$ cat src/hw/rtl/api_frame_receiver_with_reply_macros.svh
// ---------------------------------------------------------------------------
// api_frame_receiver_with_reply_macros.svh
// Assertion macros shared by the frame receiver RTL.
// ---------------------------------------------------------------------------
`ifndef API_FRAME_RECEIVER_WITH_REPLY_MACROS_SVH
`define API_FRAME_RECEIVER_WITH_REPLY_MACROS_SVH

// Same-cycle implication, checked outside reset.
`define AFR_ASSERT_SAME(lbl, clk, rst_n, ante, cons, msg) \
  lbl: assert property (@(posedge clk) disable iff (!rst_n) (ante) |-> (cons)) \
    else $error(msg);

// Next-cycle implication, checked outside reset.
`define AFR_ASSERT_NEXT(lbl, clk, rst_n, ante, cons, msg) \
  lbl: assert property (@(posedge clk) disable iff (!rst_n) (ante) |=> (cons)) \
    else $error(msg);

`endif

$ cat src/hw/rtl/afr_pkg.sv
// ---------------------------------------------------------------------------
// afr_pkg
// Types and constants of the API frame receiver with reply.
// ---------------------------------------------------------------------------
`timescale 1ns / 1ps

package afr_pkg;

  // Configuration register indexes
  localparam int unsigned CFG_IDX_W  = 2;
  localparam int unsigned CFG_DATA_W = 16;
  localparam logic [CFG_IDX_W-1:0] CFG_UNPAIR_TIMEOUT = 2'd0;
  localparam logic [CFG_IDX_W-1:0] CFG_REFILL_CHARGE  = 2'd1;
  localparam logic [CFG_IDX_W-1:0] CFG_CHARGE_STEP    = 2'd2;
  localparam logic [CFG_IDX_W-1:0] CFG_JOY_NEUTRAL    = 2'd3;

  localparam logic [15:0] RST_UNPAIR_TIMEOUT = 16'd4000;
  localparam logic [7:0]  RST_REFILL_CHARGE  = 8'd200;
  localparam logic [7:0]  RST_CHARGE_STEP    = 8'd8;
  localparam logic [7:0]  RST_JOY_NEUTRAL    = 8'd127;
  localparam logic [7:0]  RST_CHARGE         = 8'hFF;

  // Frame layout
  localparam int unsigned WIN_LEN = 13;
  localparam logic [7:0] SOF        = 8'h7E;
  localparam logic [7:0] LEN_HI     = 8'h00;
  localparam logic [7:0] RX_LEN_LO  = 8'h09;
  localparam logic [7:0] RX_API_ID  = 8'h81;
  localparam logic [7:0] FRAME_TAG  = 8'h21;
  localparam logic [7:0] CKS_BASE   = 8'hFF;

  // Command codes in slot 8, fire codes in slot 11
  localparam logic [7:0] CMD_DRIVE  = 8'h00;
  localparam logic [7:0] CMD_CHARGE = 8'h01;
  localparam logic [7:0] CMD_PAIR   = 8'h02;
  localparam logic [7:0] DIGI_HOLD  = 8'h00;
  localparam logic [7:0] DIGI_FIRE  = 8'h01;

  localparam logic [1:0] CANNON_NONE  = 2'd0;
  localparam logic [1:0] CANNON_START = 2'd1;
  localparam logic [1:0] CANNON_STOP  = 2'd2;

  // Reply frame: 7E 00 06 01 00 21 peer 01 charge chk
  localparam logic [7:0] TX_LEN_LO = 8'h06;
  localparam logic [7:0] TX_API_ID = 8'h01;
  localparam logic [7:0] TX_OPT    = 8'h00;
  localparam logic [7:0] TX_STATUS = 8'h01;
  localparam int unsigned TX_BEATS = 10;
  localparam int unsigned BEAT_W   = 4;
  localparam logic [BEAT_W-1:0] BEAT_LAST = BEAT_W'(TX_BEATS - 1);

  typedef enum logic {
    JOB_REPLY,
    JOB_UNPAIR
  } afr_job_kind_t;

  typedef struct packed {
    logic       mode;
    logic [7:0] rx_byte;
  } afr_in_t;

  typedef struct packed {
    logic       tx_valid;
    logic [7:0] tx_byte;
    logic       frame_last;
    logic       paired_event;
    logic       unpaired_event;
    logic       charging_event;
    logic       drive_event;
    logic [7:0] throttle;
    logic [7:0] direction;
    logic [1:0] cannon_cmd;
    logic [7:0] charge_level;
  } afr_out_t;

  // Work handed from the front to the back
  typedef struct packed {
    afr_job_kind_t kind;
    logic          ev_pair;
    logic          ev_chg;
    logic          ev_drive;
    logic [7:0]    throttle;
    logic [7:0]    direction;
    logic [1:0]    cannon;
    logic [7:0]    peer;
    logic [7:0]    charge;
  } afr_job_t;

endpackage

$ cat src/hw/rtl/afr_front.sv
// ---------------------------------------------------------------------------
// afr_front
// Frame window, checksum check, pairing/charge/drive rules and unpair timer.
// ---------------------------------------------------------------------------
`timescale 1ns / 1ps

module afr_front (
  input  logic                             clk,
  input  logic                             rst_n,
  input  logic                             accept,
  input  afr_pkg::afr_in_t                 in_item,
  input  logic                             cfg_we,
  input  logic [afr_pkg::CFG_IDX_W-1:0]    cfg_index,
  input  logic [afr_pkg::CFG_DATA_W-1:0]   cfg_wdata,
  output logic                             push,
  output afr_pkg::afr_job_t                job
);

  logic [15:0] timeout_r;
  logic [7:0]  refill_r;
  logic [7:0]  step_r;
  logic [7:0]  neutral_r;

  logic [7:0]  win_r [afr_pkg::WIN_LEN];
  logic [7:0]  win_nxt [afr_pkg::WIN_LEN];
  logic [7:0]  nw [afr_pkg::WIN_LEN];
  logic        frame_open_r, frame_open_nxt;
  logic        paired_r, paired_nxt;
  logic [7:0]  peer_r, peer_nxt;
  logic        refill_pending_r, refill_pending_nxt;
  logic [7:0]  charge_r, charge_nxt;
  logic        timer_running_r, timer_running_nxt;
  logic [15:0] timer_count_r, timer_count_nxt;

  logic [7:0]  sum_a, sum_b, sum_c, sum_d, sum_all;
  logic        frame_ok;
  logic        is_pair, is_peer;
  logic [7:0]  c_base, c_mv, c_fire;
  logic        moved, fire;
  logic [15:0] cnt_dec;

  // Window after shifting in the current byte
  always_comb begin
    for (int i = 0; i < afr_pkg::WIN_LEN - 1; i++) begin
      nw[i] = win_r[i+1];
    end
    nw[afr_pkg::WIN_LEN-1] = in_item.rx_byte;
  end

  // Slots 3..11 summed as a shallow tree
  assign sum_a   = (nw[3] + nw[4]) + (nw[5] + nw[6]);
  assign sum_b   = (nw[7] + nw[8]) + (nw[9] + nw[10]);
  assign sum_c   = sum_a + sum_b;
  assign sum_d   = nw[11];
  assign sum_all = sum_c + sum_d;

  assign frame_ok = (nw[12] == (afr_pkg::CKS_BASE - sum_all)) &&
                    (nw[0] == afr_pkg::SOF) && (nw[1] == afr_pkg::LEN_HI) &&
                    (nw[2] == afr_pkg::RX_LEN_LO) && (nw[3] == afr_pkg::RX_API_ID) &&
                    (nw[4] == afr_pkg::FRAME_TAG);

  assign is_pair = !paired_r && (nw[8] == afr_pkg::CMD_PAIR) &&
                   (nw[9] == afr_pkg::FRAME_TAG);
  assign is_peer = paired_r && (nw[4] == afr_pkg::FRAME_TAG) && (nw[5] == peer_r);

  // Charge path for a frame from the peer
  assign c_base = refill_pending_r ? refill_r : charge_r;
  assign moved  = (nw[9] != neutral_r) || (nw[10] != neutral_r);
  assign c_mv   = moved ? (c_base - 8'd1) : c_base;
  assign fire   = (nw[11] == afr_pkg::DIGI_FIRE) && (c_mv != 8'd0);
  assign c_fire = fire ? (c_mv - 8'd1) : c_mv;

  assign cnt_dec = (timer_count_r != 16'd0) ? (timer_count_r - 16'd1) : 16'd0;

  always_comb begin
    win_nxt            = win_r;
    frame_open_nxt     = frame_open_r;
    paired_nxt         = paired_r;
    peer_nxt           = peer_r;
    refill_pending_nxt = refill_pending_r;
    charge_nxt         = charge_r;
    timer_running_nxt  = timer_running_r;
    timer_count_nxt    = timer_count_r;
    push               = 1'b0;
    job                = '0;
    job.kind           = afr_pkg::JOB_REPLY;

    if (accept) begin
      if (in_item.mode) begin
        // Millisecond tick: run the unpair timer
        if (timer_running_r) begin
          timer_count_nxt = cnt_dec;
          if (cnt_dec == 16'd0) begin
            timer_running_nxt = 1'b0;
            paired_nxt        = 1'b0;
            push              = 1'b1;
            job.kind          = afr_pkg::JOB_UNPAIR;
            job.charge        = charge_r;
          end
        end
      end else if (in_item.rx_byte == afr_pkg::SOF) begin
        for (int i = 0; i < afr_pkg::WIN_LEN; i++) begin
          win_nxt[i] = 8'h00;
        end
        win_nxt[afr_pkg::WIN_LEN-1] = afr_pkg::SOF;
        frame_open_nxt = 1'b1;
      end else if (frame_open_r) begin
        win_nxt = nw;
        if (frame_ok) begin
          if (is_pair) begin
            peer_nxt           = nw[10];
            paired_nxt         = 1'b1;
            refill_pending_nxt = 1'b1;
            job.ev_pair        = 1'b1;
          end else if (is_peer) begin
            timer_running_nxt  = 1'b1;
            timer_count_nxt    = timeout_r;
            refill_pending_nxt = 1'b0;
            charge_nxt         = c_base;
            if (nw[8] == afr_pkg::CMD_CHARGE) begin
              charge_nxt = c_base + step_r;
              job.ev_chg = 1'b1;
            end else if (nw[8] == afr_pkg::CMD_DRIVE) begin
              job.ev_drive = 1'b1;
              if (c_base == 8'd0) begin
                job.throttle  = neutral_r;
                job.direction = neutral_r;
              end else begin
                job.throttle  = nw[9];
                job.direction = nw[10];
                charge_nxt    = c_fire;
                if (fire) begin
                  job.cannon = afr_pkg::CANNON_START;
                end else if (nw[11] == afr_pkg::DIGI_HOLD) begin
                  job.cannon = afr_pkg::CANNON_STOP;
                end
              end
            end
          end
          frame_open_nxt = 1'b0;
          push           = 1'b1;
          job.peer       = peer_nxt;
          job.charge     = charge_nxt;
        end
      end
    end
  end

  always_ff @(posedge clk) begin
    if (!rst_n) begin
      timeout_r        <= afr_pkg::RST_UNPAIR_TIMEOUT;
      refill_r         <= afr_pkg::RST_REFILL_CHARGE;
      step_r           <= afr_pkg::RST_CHARGE_STEP;
      neutral_r        <= afr_pkg::RST_JOY_NEUTRAL;
      for (int i = 0; i < afr_pkg::WIN_LEN; i++) begin
        win_r[i] <= 8'h00;
      end
      frame_open_r     <= 1'b0;
      paired_r         <= 1'b0;
      peer_r           <= 8'h00;
      refill_pending_r <= 1'b0;
      charge_r         <= afr_pkg::RST_CHARGE;
      timer_running_r  <= 1'b0;
      timer_count_r    <= 16'd0;
    end else begin
      if (cfg_we) begin
        case (cfg_index)
          afr_pkg::CFG_UNPAIR_TIMEOUT: timeout_r <= cfg_wdata;
          afr_pkg::CFG_REFILL_CHARGE:  refill_r  <= cfg_wdata[7:0];
          afr_pkg::CFG_CHARGE_STEP:    step_r    <= cfg_wdata[7:0];
          afr_pkg::CFG_JOY_NEUTRAL:    neutral_r <= cfg_wdata[7:0];
          default: ;
        endcase
      end
      win_r            <= win_nxt;
      frame_open_r     <= frame_open_nxt;
      paired_r         <= paired_nxt;
      peer_r           <= peer_nxt;
      refill_pending_r <= refill_pending_nxt;
      charge_r         <= charge_nxt;
      timer_running_r  <= timer_running_nxt;
      timer_count_r    <= timer_count_nxt;
    end
  end

endmodule

$ cat src/hw/rtl/afr_queue.sv
// ---------------------------------------------------------------------------
// afr_queue
// Short job queue between the front and the back.
// ---------------------------------------------------------------------------
`timescale 1ns / 1ps

module afr_queue #(
  parameter int unsigned DEPTH = 4
) (
  input  logic              clk,
  input  logic              rst_n,
  input  logic              push,
  input  afr_pkg::afr_job_t push_job,
  input  logic              pop,
  output logic              full,
  output logic              not_empty,
  output afr_pkg::afr_job_t head
);

  localparam int unsigned PW = (DEPTH > 1) ? $clog2(DEPTH) : 1;
  localparam int unsigned CW = $clog2(DEPTH + 1);
  localparam logic [PW-1:0] PTR_LAST = PW'(DEPTH - 1);

  afr_pkg::afr_job_t slot_r [DEPTH];
  logic [PW-1:0] wr_ptr_r, wr_ptr_nxt;
  logic [PW-1:0] rd_ptr_r, rd_ptr_nxt;
  logic [CW-1:0] count_r, count_nxt;
  logic          do_push, do_pop;

  assign full      = (count_r == CW'(DEPTH));
  assign not_empty = (count_r != '0);
  assign head      = slot_r[rd_ptr_r];
  assign do_push   = push && !full;
  assign do_pop    = pop && not_empty;

  always_comb begin
    wr_ptr_nxt = wr_ptr_r;
    rd_ptr_nxt = rd_ptr_r;
    count_nxt  = count_r;
    if (do_push) begin
      wr_ptr_nxt = (wr_ptr_r == PTR_LAST) ? '0 : (wr_ptr_r + 1'b1);
    end
    if (do_pop) begin
      rd_ptr_nxt = (rd_ptr_r == PTR_LAST) ? '0 : (rd_ptr_r + 1'b1);
    end
    if (do_push && !do_pop) begin
      count_nxt = count_r + 1'b1;
    end else if (do_pop && !do_push) begin
      count_nxt = count_r - 1'b1;
    end
  end

  always_ff @(posedge clk) begin
    if (do_push) begin
      slot_r[wr_ptr_r] <= push_job;
    end
  end

  always_ff @(posedge clk) begin
    if (!rst_n) begin
      wr_ptr_r <= '0;
      rd_ptr_r <= '0;
      count_r  <= '0;
    end else begin
      wr_ptr_r <= wr_ptr_nxt;
      rd_ptr_r <= rd_ptr_nxt;
      count_r  <= count_nxt;
    end
  end

endmodule

$ cat src/hw/rtl/afr_back.sv
// ---------------------------------------------------------------------------
// afr_back
// Serializes queued jobs into reply bytes or unpair results.
// ---------------------------------------------------------------------------
`timescale 1ns / 1ps

module afr_back (
  input  logic              clk,
  input  logic              rst_n,
  input  logic              job_valid,
  input  afr_pkg::afr_job_t job,
  output logic              pop,
  output logic              out_valid,
  input  logic              out_stall,
  output afr_pkg::afr_out_t out_data
);

  logic [afr_pkg::BEAT_W-1:0] beat_r, beat_nxt;
  logic                       out_valid_r, out_valid_nxt;
  afr_pkg::afr_out_t          out_r, res;
  logic                       load, last;
  logic [7:0]                 tx_chk, tx_b;

  assign load   = job_valid && (!out_valid_r || !out_stall);
  assign last   = (job.kind == afr_pkg::JOB_UNPAIR) || (beat_r == afr_pkg::BEAT_LAST);
  assign pop    = load && last;
  assign tx_chk = afr_pkg::CKS_BASE - (afr_pkg::TX_API_ID + afr_pkg::TX_OPT +
                  afr_pkg::FRAME_TAG + job.peer + afr_pkg::TX_STATUS + job.charge);

  always_comb begin
    case (beat_r)
      4'd0:    tx_b = afr_pkg::SOF;
      4'd1:    tx_b = afr_pkg::LEN_HI;
      4'd2:    tx_b = afr_pkg::TX_LEN_LO;
      4'd3:    tx_b = afr_pkg::TX_API_ID;
      4'd4:    tx_b = afr_pkg::TX_OPT;
      4'd5:    tx_b = afr_pkg::FRAME_TAG;
      4'd6:    tx_b = job.peer;
      4'd7:    tx_b = afr_pkg::TX_STATUS;
      4'd8:    tx_b = job.charge;
      4'd9:    tx_b = tx_chk;
      default: tx_b = 8'h00;
    endcase
  end

  always_comb begin
    res              = '0;
    res.charge_level = job.charge;
    res.frame_last   = last;
    if (job.kind == afr_pkg::JOB_UNPAIR) begin
      res.unpaired_event = 1'b1;
    end else begin
      res.tx_valid = 1'b1;
      res.tx_byte  = tx_b;
      if (beat_r == '0) begin
        res.paired_event   = job.ev_pair;
        res.charging_event = job.ev_chg;
        res.drive_event    = job.ev_drive;
        res.throttle       = job.throttle;
        res.direction      = job.direction;
        res.cannon_cmd     = job.cannon;
      end
    end
  end

  always_comb begin
    beat_nxt      = beat_r;
    out_valid_nxt = out_valid_r && out_stall;
    if (load) begin
      out_valid_nxt = 1'b1;
      beat_nxt      = last ? '0 : (beat_r + 1'b1);
    end
  end

  always_ff @(posedge clk) begin
    if (load) begin
      out_r <= res;
    end
  end

  always_ff @(posedge clk) begin
    if (!rst_n) begin
      beat_r      <= '0;
      out_valid_r <= 1'b0;
    end else begin
      beat_r      <= beat_nxt;
      out_valid_r <= out_valid_nxt;
    end
  end

  assign out_valid = out_valid_r;
  assign out_data  = out_r;

endmodule

$ cat src/hw/rtl/api_frame_receiver_with_reply.sv
// ---------------------------------------------------------------------------
// api_frame_receiver_with_reply
// Receives fixed-size API frames and ticks, runs the pairing/charge/drive
// rules and sends a 10-byte reply per valid frame.
// ---------------------------------------------------------------------------
//  channel | ports                        | item
//  --------+------------------------------+-------------------------------
//  in      | in_valid, in_stall, in_data  | received byte or 1 ms tick
//  out     | out_valid, out_stall, out_data | reply byte or unpair result
//  cfg     | cfg_we, cfg_index, cfg_wdata | register write, no read-back
//
//  The front takes one item per cycle while in_stall is low; its rules
//  settle in that cycle. The back sends one result per cycle while out_stall
//  is low: 10 for a valid frame, 1 for timer expiry.
//  in_stall rises only when all QUEUE_DEPTH job slots are taken.
//  Reset is synchronous and active low; no clearing pass.
// ---------------------------------------------------------------------------
`timescale 1ns / 1ps
`include "api_frame_receiver_with_reply_macros.svh"

module api_frame_receiver_with_reply #(
  parameter int unsigned QUEUE_DEPTH = 4
) (
  input  logic                           clk,
  input  logic                           rst_n,
  // Input channel
  input  logic                           in_valid,
  output logic                           in_stall,
  input  afr_pkg::afr_in_t               in_data,
  // Result channel
  output logic                           out_valid,
  input  logic                           out_stall,
  output afr_pkg::afr_out_t              out_data,
  // Configuration writes
  input  logic                           cfg_we,
  input  logic [afr_pkg::CFG_IDX_W-1:0]  cfg_index,
  input  logic [afr_pkg::CFG_DATA_W-1:0] cfg_wdata
);

  logic              in_accept;
  logic              job_push;
  afr_pkg::afr_job_t job_in;
  logic              q_full;
  logic              q_valid;
  afr_pkg::afr_job_t q_head;
  logic              q_pop;

  // Hold input while the queue has no free slot
  assign in_stall  = q_full;
  assign in_accept = in_valid && !in_stall;

  // Front: window, frame check, rules, timer
  afr_front u_front (
    .clk       (clk),
    .rst_n     (rst_n),
    .accept    (in_accept),
    .in_item   (in_data),
    .cfg_we    (cfg_we),
    .cfg_index (cfg_index),
    .cfg_wdata (cfg_wdata),
    .push      (job_push),
    .job       (job_in)
  );

  // Decouple classification from serialization
  afr_queue #(
    .DEPTH (QUEUE_DEPTH)
  ) u_queue (
    .clk       (clk),
    .rst_n     (rst_n),
    .push      (job_push),
    .push_job  (job_in),
    .pop       (q_pop),
    .full      (q_full),
    .not_empty (q_valid),
    .head      (q_head)
  );

  // Back: expand each job into its results behind an output register
  afr_back u_back (
    .clk       (clk),
    .rst_n     (rst_n),
    .job_valid (q_valid),
    .job       (q_head),
    .pop       (q_pop),
    .out_valid (out_valid),
    .out_stall (out_stall),
    .out_data  (out_data)
  );

  // A job is only produced for an accepted item, which needs a free slot
  `AFR_ASSERT_SAME(a_push_has_room, clk, rst_n, job_push, !q_full, "job pushed into full queue")
  // The back retires only jobs that are present
  `AFR_ASSERT_SAME(a_pop_has_job, clk, rst_n, q_pop, q_valid, "pop from empty queue")
  // A result without a reply byte is always a lone unpair result
  `AFR_ASSERT_SAME(a_idle_result, clk, rst_n, out_valid && !out_data.tx_valid, out_data.unpaired_event && out_data.frame_last && (out_data.tx_byte == 8'h00), "bad non-reply result")

endmodule

$ cat config.mk
export PLATFORM = sky130hd
export DESIGN_NAME = api_frame_receiver_with_reply
export DESIGN_NICKNAME = d
export VERILOG_FILES = /design/src/hw/rtl/afr_pkg.sv /design/src/hw/rtl/afr_front.sv /design/src/hw/rtl/afr_queue.sv /design/src/hw/rtl/afr_back.sv /design/src/hw/rtl/api_frame_receiver_with_reply.sv
export VERILOG_INCLUDE_DIRS = /design/src /design/src/hw/rtl
export SDC_FILE = /design/constraint.sdc
export NUM_CORES = 1
export LEC_CHECK = 0
export BUFFER_PORTS_ARGS = -buffer_cell sky130_fd_sc_hd__buf_2
export CAP_MARGIN = 20
export CORE_ASPECT_RATIO = 1.2
export CORE_MARGIN = 5
export CORE_UTILIZATION = 53
export CTS_CLUSTER_SIZE = 20
export DETAILED_ROUTE_END_ITERATION = 16
export GPL_ROUTABILITY_DRIVEN = 0
export GPL_TIMING_DRIVEN = 1
export PLACE_DENSITY = 0.7
export SLEW_MARGIN = 0
export SYNTH_ARGS = -nofsm -noshare
export SYNTH_HDL_FRONTEND = slang
export SYNTH_HIERARCHICAL = 1
export SYNTH_SLANG_ARGS = --single-unit
$ cat constraint.sdc
create_clock -name clk -period 14.2 [get_ports clk]
set_clock_uncertainty 0.05 [all_clocks]
set_input_delay 1.42 -clock clk [delete_from_list [all_inputs] [get_ports clk]]
set_output_delay 1.42 -clock clk [all_outputs]
set_load 0.01 [all_outputs]
## Word level (Yosys, flattened, before mapping)

Memories as Yosys holds them, arrays and structs flattened. A register that Yosys moved wholly into a read port is not among the register bits.
Index checks and enable logic that the tools add are counted.

- Flip-flop bits (word level): 224
- Memory bits (writable): 152
- Bits of input ports: 32
- Output and inout port bits: 42
- Word-level logic and storage cells: 230
- Memories kept: 1

Memory list:

| memory | depth | width | rd ports | clocked after Yosys merged registers in | wr ports | RTL line | source |
|---|---|---|---|---|---|---|---|
| u_queue.slot_r | 4 | 38 | 1 | 1 | 1 | afr_queue.sv:24 | `afr_pkg::afr_job_t slot_r [DEPTH];` |

- Add/subtract/negate cells: 22
- Equality and inequality tests: 30
- Muxes and demuxes: 78
- Bitwise gates (word level): 3
- Reductions and logical operators: 57

Operators by type and width:

| cell | number |
|---|---|
| 2-to-1 mux 96 bit | 2 |
| 2-to-1 mux 16 bit | 9 |
| 2-to-1 mux 37 bit | 3 |
| 2-to-1 mux 8 bit | 12 |
| adder 8 bit | 10 |
| one-hot mux 8 bit (7 select lines) | 1 |
| 2-to-1 mux 20 bit | 2 |
| 2-to-1 mux 19 bit | 2 |
| 2-to-1 mux 38 bit | 1 |
| 2-to-1 mux 1 bit | 34 |
| zero test 8 bit | 4 |
| 2-to-1 mux 29 bit | 1 |
| logical AND 1 bit | 18 |
| equality test 8 x 1 -> 1 bit (second input constant) | 2 |
| equality test 8 x 6 -> 1 bit (second input constant) | 2 |
| equality test 8 x 7 -> 1 bit (second input constant) | 2 |
| equality test 8 bit | 2 |
| zero test 16 bit | 1 |
| != test 8 bit | 2 |
| nonzero test 16 bit | 1 |
| subtractor 16 x 1 -> 16 bit (second input constant) | 1 |
| subtractor 8 x 1 -> 8 bit (second input constant) | 2 |
| subtractor 8 bit (first input constant) | 2 |
| 2-to-1 mux 2 bit | 7 |
| other kinds (34) | 67 |

## Logic depth before layout (Yosys ltp)

- Depth after elaboration: 21
- Depth in mapped cells: 26
- Mapped depth without buffers: 24

## By module

Netlist, hierarchy kept.

Modules (own cells, without submodules):

| module | instances | cells an instance | area each (µm²) | seq. area each (µm²) |
|---|---|---|---|---|
| afr_front | 1 | 1158 | 10132.2 | 3443.3 |
| afr_queue | 1 | 249 | 5974.5 | 4744.6 |
| afr_back | 1 | 202 | 2329.7 | 1301.2 |
| api_frame_receiver_with_reply | 1 | 1 | 13.8 | 0.0 |

## Worst setup path before layout

Ideal clock, no wire load.

- Path kind: register to register
- Start: reg u_front.win_r, in the netlist u_front/sum_d[2]
- End: mem u_queue/slot_r[0][0] in the netlist's numbering (enable)
- Setup time: 0.399 ns
- Data arrival time: 5.420 ns
- Data required time: 13.751 ns
- Path slack: 8.332 ns
- Cell stages (with the launch flop): 18
- Path buffers: 2
- Clock period less this slack: 5.868 ns
- Cells stage by stage: dfxtp_1 fa_1 fa_1 fa_1 fa_1 inv_1 ha_1 a21oi_1 o21ai_0 a31oi_1 o21ai_0 xnor2_1 nand3_1 clkbuf_1 nand2_1 nor2b_1 buf_2 and2_1

- Cells in the longest elaborated chain, start to end: 16

Ends and longest elaborated chain:

| item | RTL line | source |
|---|---|---|
| start, declared | afr_front.sv:24 | `logic [7:0] win_r [afr_pkg::WIN_LEN];` |
| start signal, assigned | afr_front.sv:175 | `win_r <= win_nxt;` |
| adder 8 bit | afr_front.sv:55 | `assign sum_all = sum_c + sum_d;` |
| subtractor 8 bit | afr_front.sv:57 | `assign frame_ok = (nw[12] == (afr_pkg::CKS_BASE - sum_all)) &&` |
| equality test 8 bit | afr_front.sv:57 |  |
| logical AND 1 bit | afr_front.sv:57 |  |
| logical AND 1 bit (2 in series) | afr_front.sv:58 | `(nw[0] == afr_pkg::SOF) && (nw[1] == afr_pkg::LEN_HI) &&` |
| logical AND 1 bit (2 in series) | afr_front.sv:59 | `(nw[2] == afr_pkg::RX_LEN_LO) && (nw[3] == afr_pkg::RX_API_ID) &&` |
| 2-to-1 mux 1 bit | afr_front.sv:109 | `if (frame_ok) begin` |
| 2-to-1 mux 1 bit | afr_front.sv:107 | `end else if (frame_open_r) begin` |
| 2-to-1 mux 1 bit | afr_front.sv:101 | `end else if (in_item.rx_byte == afr_pkg::SOF) begin` |
| 2-to-1 mux 1 bit | afr_front.sv:89 | `if (in_item.mode) begin` |
| 2-to-1 mux 1 bit | afr_front.sv:88 | `if (accept) begin` |
| net job_push | api_frame_receiver_with_reply.sv:41 | `logic job_push;` |
| logical AND 1 bit | afr_queue.sv:33 | `assign do_push = push && !full;` |
| net u_queue.do_push | afr_queue.sv:28 | `logic do_push, do_pop;` |
| 2-to-1 mux 1 bit | afr_queue.sv:54 | `if (do_push) begin` |
| 2-to-1 mux 1 bit (implied by the code) | afr_queue.sv:55 | `slot_r[wr_ptr_r] <= push_job;` |
| end, declared | afr_queue.sv:24 |  |

The timed path passes the listed nets, and every way through them passes these cells.

## Worst setup path in the final report

- Start: reg u_front.win_r, in the netlist u_front/nw[32]
- End: reg u_queue.count_r[2]

- Cells in the longest elaborated chain, start to end: 20
- Elaborated cells on any way between the ends: 22
- Classes of those cells: add/sub (5); eq/ne (1); mux (6); reduce/logical (10)

Ends and longest elaborated chain:

| item | RTL line | source |
|---|---|---|
| adder 8 bit (*) (2 in series) | afr_front.sv:52 | `assign sum_b = (nw[7] + nw[8]) + (nw[9] + nw[10]);` |
| adder 8 bit (*) | afr_front.sv:53 | `assign sum_c = sum_a + sum_b;` |
| adder 8 bit (*) | afr_front.sv:55 |  |
| subtractor 8 bit (*) | afr_front.sv:57 |  |
| equality test 8 bit (*) | afr_front.sv:57 |  |
| logical AND 1 bit (*) | afr_front.sv:57 |  |
| logical AND 1 bit (*) (2 in series) | afr_front.sv:58 |  |
| logical AND 1 bit (*) (2 in series) | afr_front.sv:59 |  |
| [2 not listed] | - |  |
| 2-to-1 mux 1 bit (*) | afr_front.sv:101 |  |
| 2-to-1 mux 1 bit (*) | afr_front.sv:89 |  |
| 2-to-1 mux 1 bit (*) | afr_front.sv:88 |  |
| net job_push | api_frame_receiver_with_reply.sv:41 |  |
| logical AND 1 bit (*) | afr_queue.sv:33 |  |
| zero test 1 bit | afr_queue.sv:48 | `end else if (do_pop && !do_push) begin` |
| logical AND 1 bit | afr_queue.sv:48 |  |
| nonzero test 2 bit (no source line) | - |  |
| end signal, assigned | afr_queue.sv:67 | `count_r <= count_nxt;` |
| end, declared | afr_queue.sv:27 | `logic [CW-1:0] count_r, count_nxt;` |

Mark *: on every way through the listed nets, which the timed path passes. The rest lies on a longest branch.
A chain may end at the register's enable or synchronous reset.

==> impl_results.md <==
* Crit path from: u_front/nw[32]$_SDFFE_PN0P_
* Leakage at 7.162 nW
* Register area share after synthesis at 51.43%
* Final hold violations at 0
* Min-Delay Path Class: reg2reg
* DIE HEIGHT at 214.4 µm
* # Post-CTS Setup Buffers at 0
* CP Capture Type: flop
* Post-route core utilization at 59.53%
* R2r startpoint: u_front/nw[32]$_SDFFE_PN0P_
* Max Slew Vio Count at 0
* P per Cell Area at 108.9 nW/µm²
* Largest net degree at the start of global routing at 97
* Reg power frac at 51.5%
* Die area at 38660 µm²
* Initial DRC count at 1019
* NetSw at 0.0004507 W
* Largest fanout on the critical path at 17
* Die width at 180.3 µm
* Gr usage total at 20.73%
* Clock transition at path regs at 0.06 ns
* Boundary pin count at 74
* DP Cell Count at 2067
* Vias in the first global route at 12.23k
* Later-pin clock latency in the skew report at 0.54 ns
* Sw frac at 20.29%
* Vias after detailed routing at 12.37k
* Final nets at 1778
* Synth warn at 6
* Distinct cells, synth at 82
* Number of enable flip-flop cells after synthesis at 192
* Dpl hpwl at 28.19 mm
* Synth Flop Type: edfxtp_1
* CP Class: reg2reg
* Outcome: finished, final reports clean
* CTS Buffer Depth at 3
* CP cell instances: fa_1 > fa_1 > fa_1 > fa_1 > inv_1 > ha_1 > a21oi_1 > o21ai_0 > a31oi_1 > o21ai_0 > xnor2_1 > nand3_1 > buf_4 > nand2_1 > nor2b_1 > ha_1 > inv_1 > fa_1 > xor2_1 > or3_1 > a21boi_0
* Residual DRC count at 0
* Synth Net Count at 1737
* Total Wirelength at 40.45 mm
* Setup TNS at 0 ns
* First-pass DRT Iterations at 6
* Area Overhead vs Synth at 10.53%
* First-pass GRT wire length at 65.65 mm
* Initial Util at 53.86%
* CTS Hold Bufs at 0
* Worst Max-Slew Pin Slew at 1.140 ns
* Post_cts resized at 0
* Hold WS at 0.4064 ns
* Most frequent CP cell: fa_1
* VDD IR max at 65.61 µV
* Cell area after synthesis at 18450 µm²
* Worst Path Required at 14.60 ns
* Clock sinks at 378
* Crit path launch type: flop
* MaxCap Viol Count at 0
* Initial antenna violation count at 1
* DR WL/cell at 18.97 µm
* Clock share of power at 46.5%
* RSZ-0062 raised after global routing: false
* Slowest-stage cell, CP: dfxtp_1
* Period utilization at 46.67%
* Hold Startpoint: u_front/timeout_r[6]$_SDFFE_PN0P_
* Slew headroom at 23.31%
* Max incr delay on CP at 0.64 ns
* CTS tree: yes
* Syn_area_per_cell at 11.46 µm²
* Min Tclk post-route at 6.627 ns
* Htree depth at 2
* GRT overflow at 0
* Core area at 34260 µm²
* Cell row count at 74
* Seq cells post-synth at 378
* Maximum clock frequency at 150.9 MHz
* CTS Buf Count at 37
* Part of the power in combinational logic at 2.0%
* Worst path arrival time at 7.03 ns
* Non-Filler Instances at 2132
* Final Setup Violations at 0
* PortBufs at 73
* # diodes at 0
* ANT nets after route at 0
* Async SR Flop Fraction at 0%
* Layout cells sized above 1 at 14.14%
* Syn Inst Count at 1610
* Int Pwr at 0.001771 W
* Vias per cell at 5.801
* Root Driver: clkbuf_16
-- per-stage QoR --
step / setup WS [ns] / area [µm²] / total power [W]
floorplan: 8.332 / 18450 / 0.001194
global placement: 7.864 / 19110 / 0.001211
detailed placement: 7.595 / 19110 / 0.001212
CTS: 7.587 / 20380 / 0.002243
global route: 7.195 / 20390 / 0.002290
finish: 7.573 / 20390 / 0.002221
-- registers in the layout, summed over array words and instances (netlist names), 8 cells and up, named ones only --
| register | flops |
|---|---|
| u_queue/slot_r | 152 |
| u_front/nw | 88 |
| u_back/out_data | 40 |
| u_front/timeout_r | 16 |
| u_front/timer_count_r | 16 |
| u_front/charge_r | 8 |
| u_front/neutral_r | 8 |
| u_front/peer_r | 8 |
| u_front/refill_r | 8 |
| u_front/step_r | 8 |
| u_front/sum_d | 8 |
-- worst max-delay path, delay by kind of cell, from the launching register on --
kind,cells,cell delay (ns)
compound gates,5,0.98
buf+inv,3,0.35
flops,1,0.64
simple gates,4,0.95
xor+xnor,2,0.76
fa+ha+maj,7,2.80
-- logic make-up (layout without fill, tap and decap cells) --
| family | Yosys count | after routing | synth area share [%] |
|---|---|---|---|
| xor+xnor | 73 | 73 | 3.465 |
| simple gates | 529 | 529 | 14.30 |
| buf+inv | 149 | 215 | 3.547 |
| mux | 113 | 113 | 8.782 |
| compound gates | 273 | 273 | 10.04 |
| fa+ha+maj | 95 | 95 | 8.436 |
| flops | 378 | 378 | 51.43 |
-- layout make-up --
class,count,area [µm²]
Fill cell,2828,13860
Sequential cell,378,9490
Multi-Input combinational cell,1083,8335
Clock buffer,48,1007
Tap cell,456,570.5
Timing Repair Buffer,88,481.7
Clock inverter,16,269.0
Inverter,63,239.0
-- cell usage in the layout, fill, tap and decap left out, types with 43 or more instances in the layout --
cell type | netlist | layout
a21oi_1 | 58 | 58
a22oi_1 | 89 | 89
buf_2 | 10 | 73
dfxtp_1 | 186 | 185
edfxtp_1 | 192 | 192
fa_1 | 49 | 49
ha_1 | 46 | 46
inv_1 | 58 | 57
mux2i_1 | 68 | 68
nand2_1 | 134 | 134
nand3_1 | 43 | 43
nor2_1 | 178 | 178
xnor2_1 | 63 | 63
-- synth_stat cells, types with 16 or more instances --
library cell    n  area share [%]
edfxtp_1      192              31
and2_1         30             1.0
xnor2_1        63             3.0
nand3_1        43             1.2
ha_1           46             3.1
o21ai_0        34            0.92
a21oi_1        58             1.6
mux4_2         38             4.6
fa_1           49             5.3
nand2_1       134             2.7
mux2i_1        68             3.7
nor3_1         23            0.62
a22oi_1        89             3.6
inv_1          58             1.2
nor2_1        178             3.6
dfxtp_1       186              20
clkbuf_1       62             1.3
nor4_1         16            0.54
-- per-layer routing --
metal  track usage (%)  share of wire, %
met1             27.42                43
met3             3.478               5.3
met4             7.363               3.4
met5                 0             0.032
met2             34.74                48
-- power groups by stage --
stage                     registers [W]   logic, W  clock network (W)
after floorplan                 0.00117  0.0000282                  0
after global placement          0.00117  0.0000431                  0
after detailed placement        0.00117  0.0000439                  0
after CTS                       0.00114  0.0000441            0.00105
after global routing            0.00114  0.0000490            0.00110
final                           0.00114  0.0000441            0.00103
-- path summary, 6_finish.rpt --
path / end / slack (ns) / cells past startpoint
max: u_queue/count_r[2]$_SDFFE_PN0P_ / 7.57 / 21
max reg2reg: u_queue/count_r[2]$_SDFFE_PN0P_ / 7.57 / 21
min reg2reg: u_front/timeout_r[6]$_SDFFE_PN0P_ / 0.41 / 2
min: u_front/timeout_r[6]$_SDFFE_PN0P_ / 0.41 / 2
No activity file was read; power rests on OpenSTA's default activity.
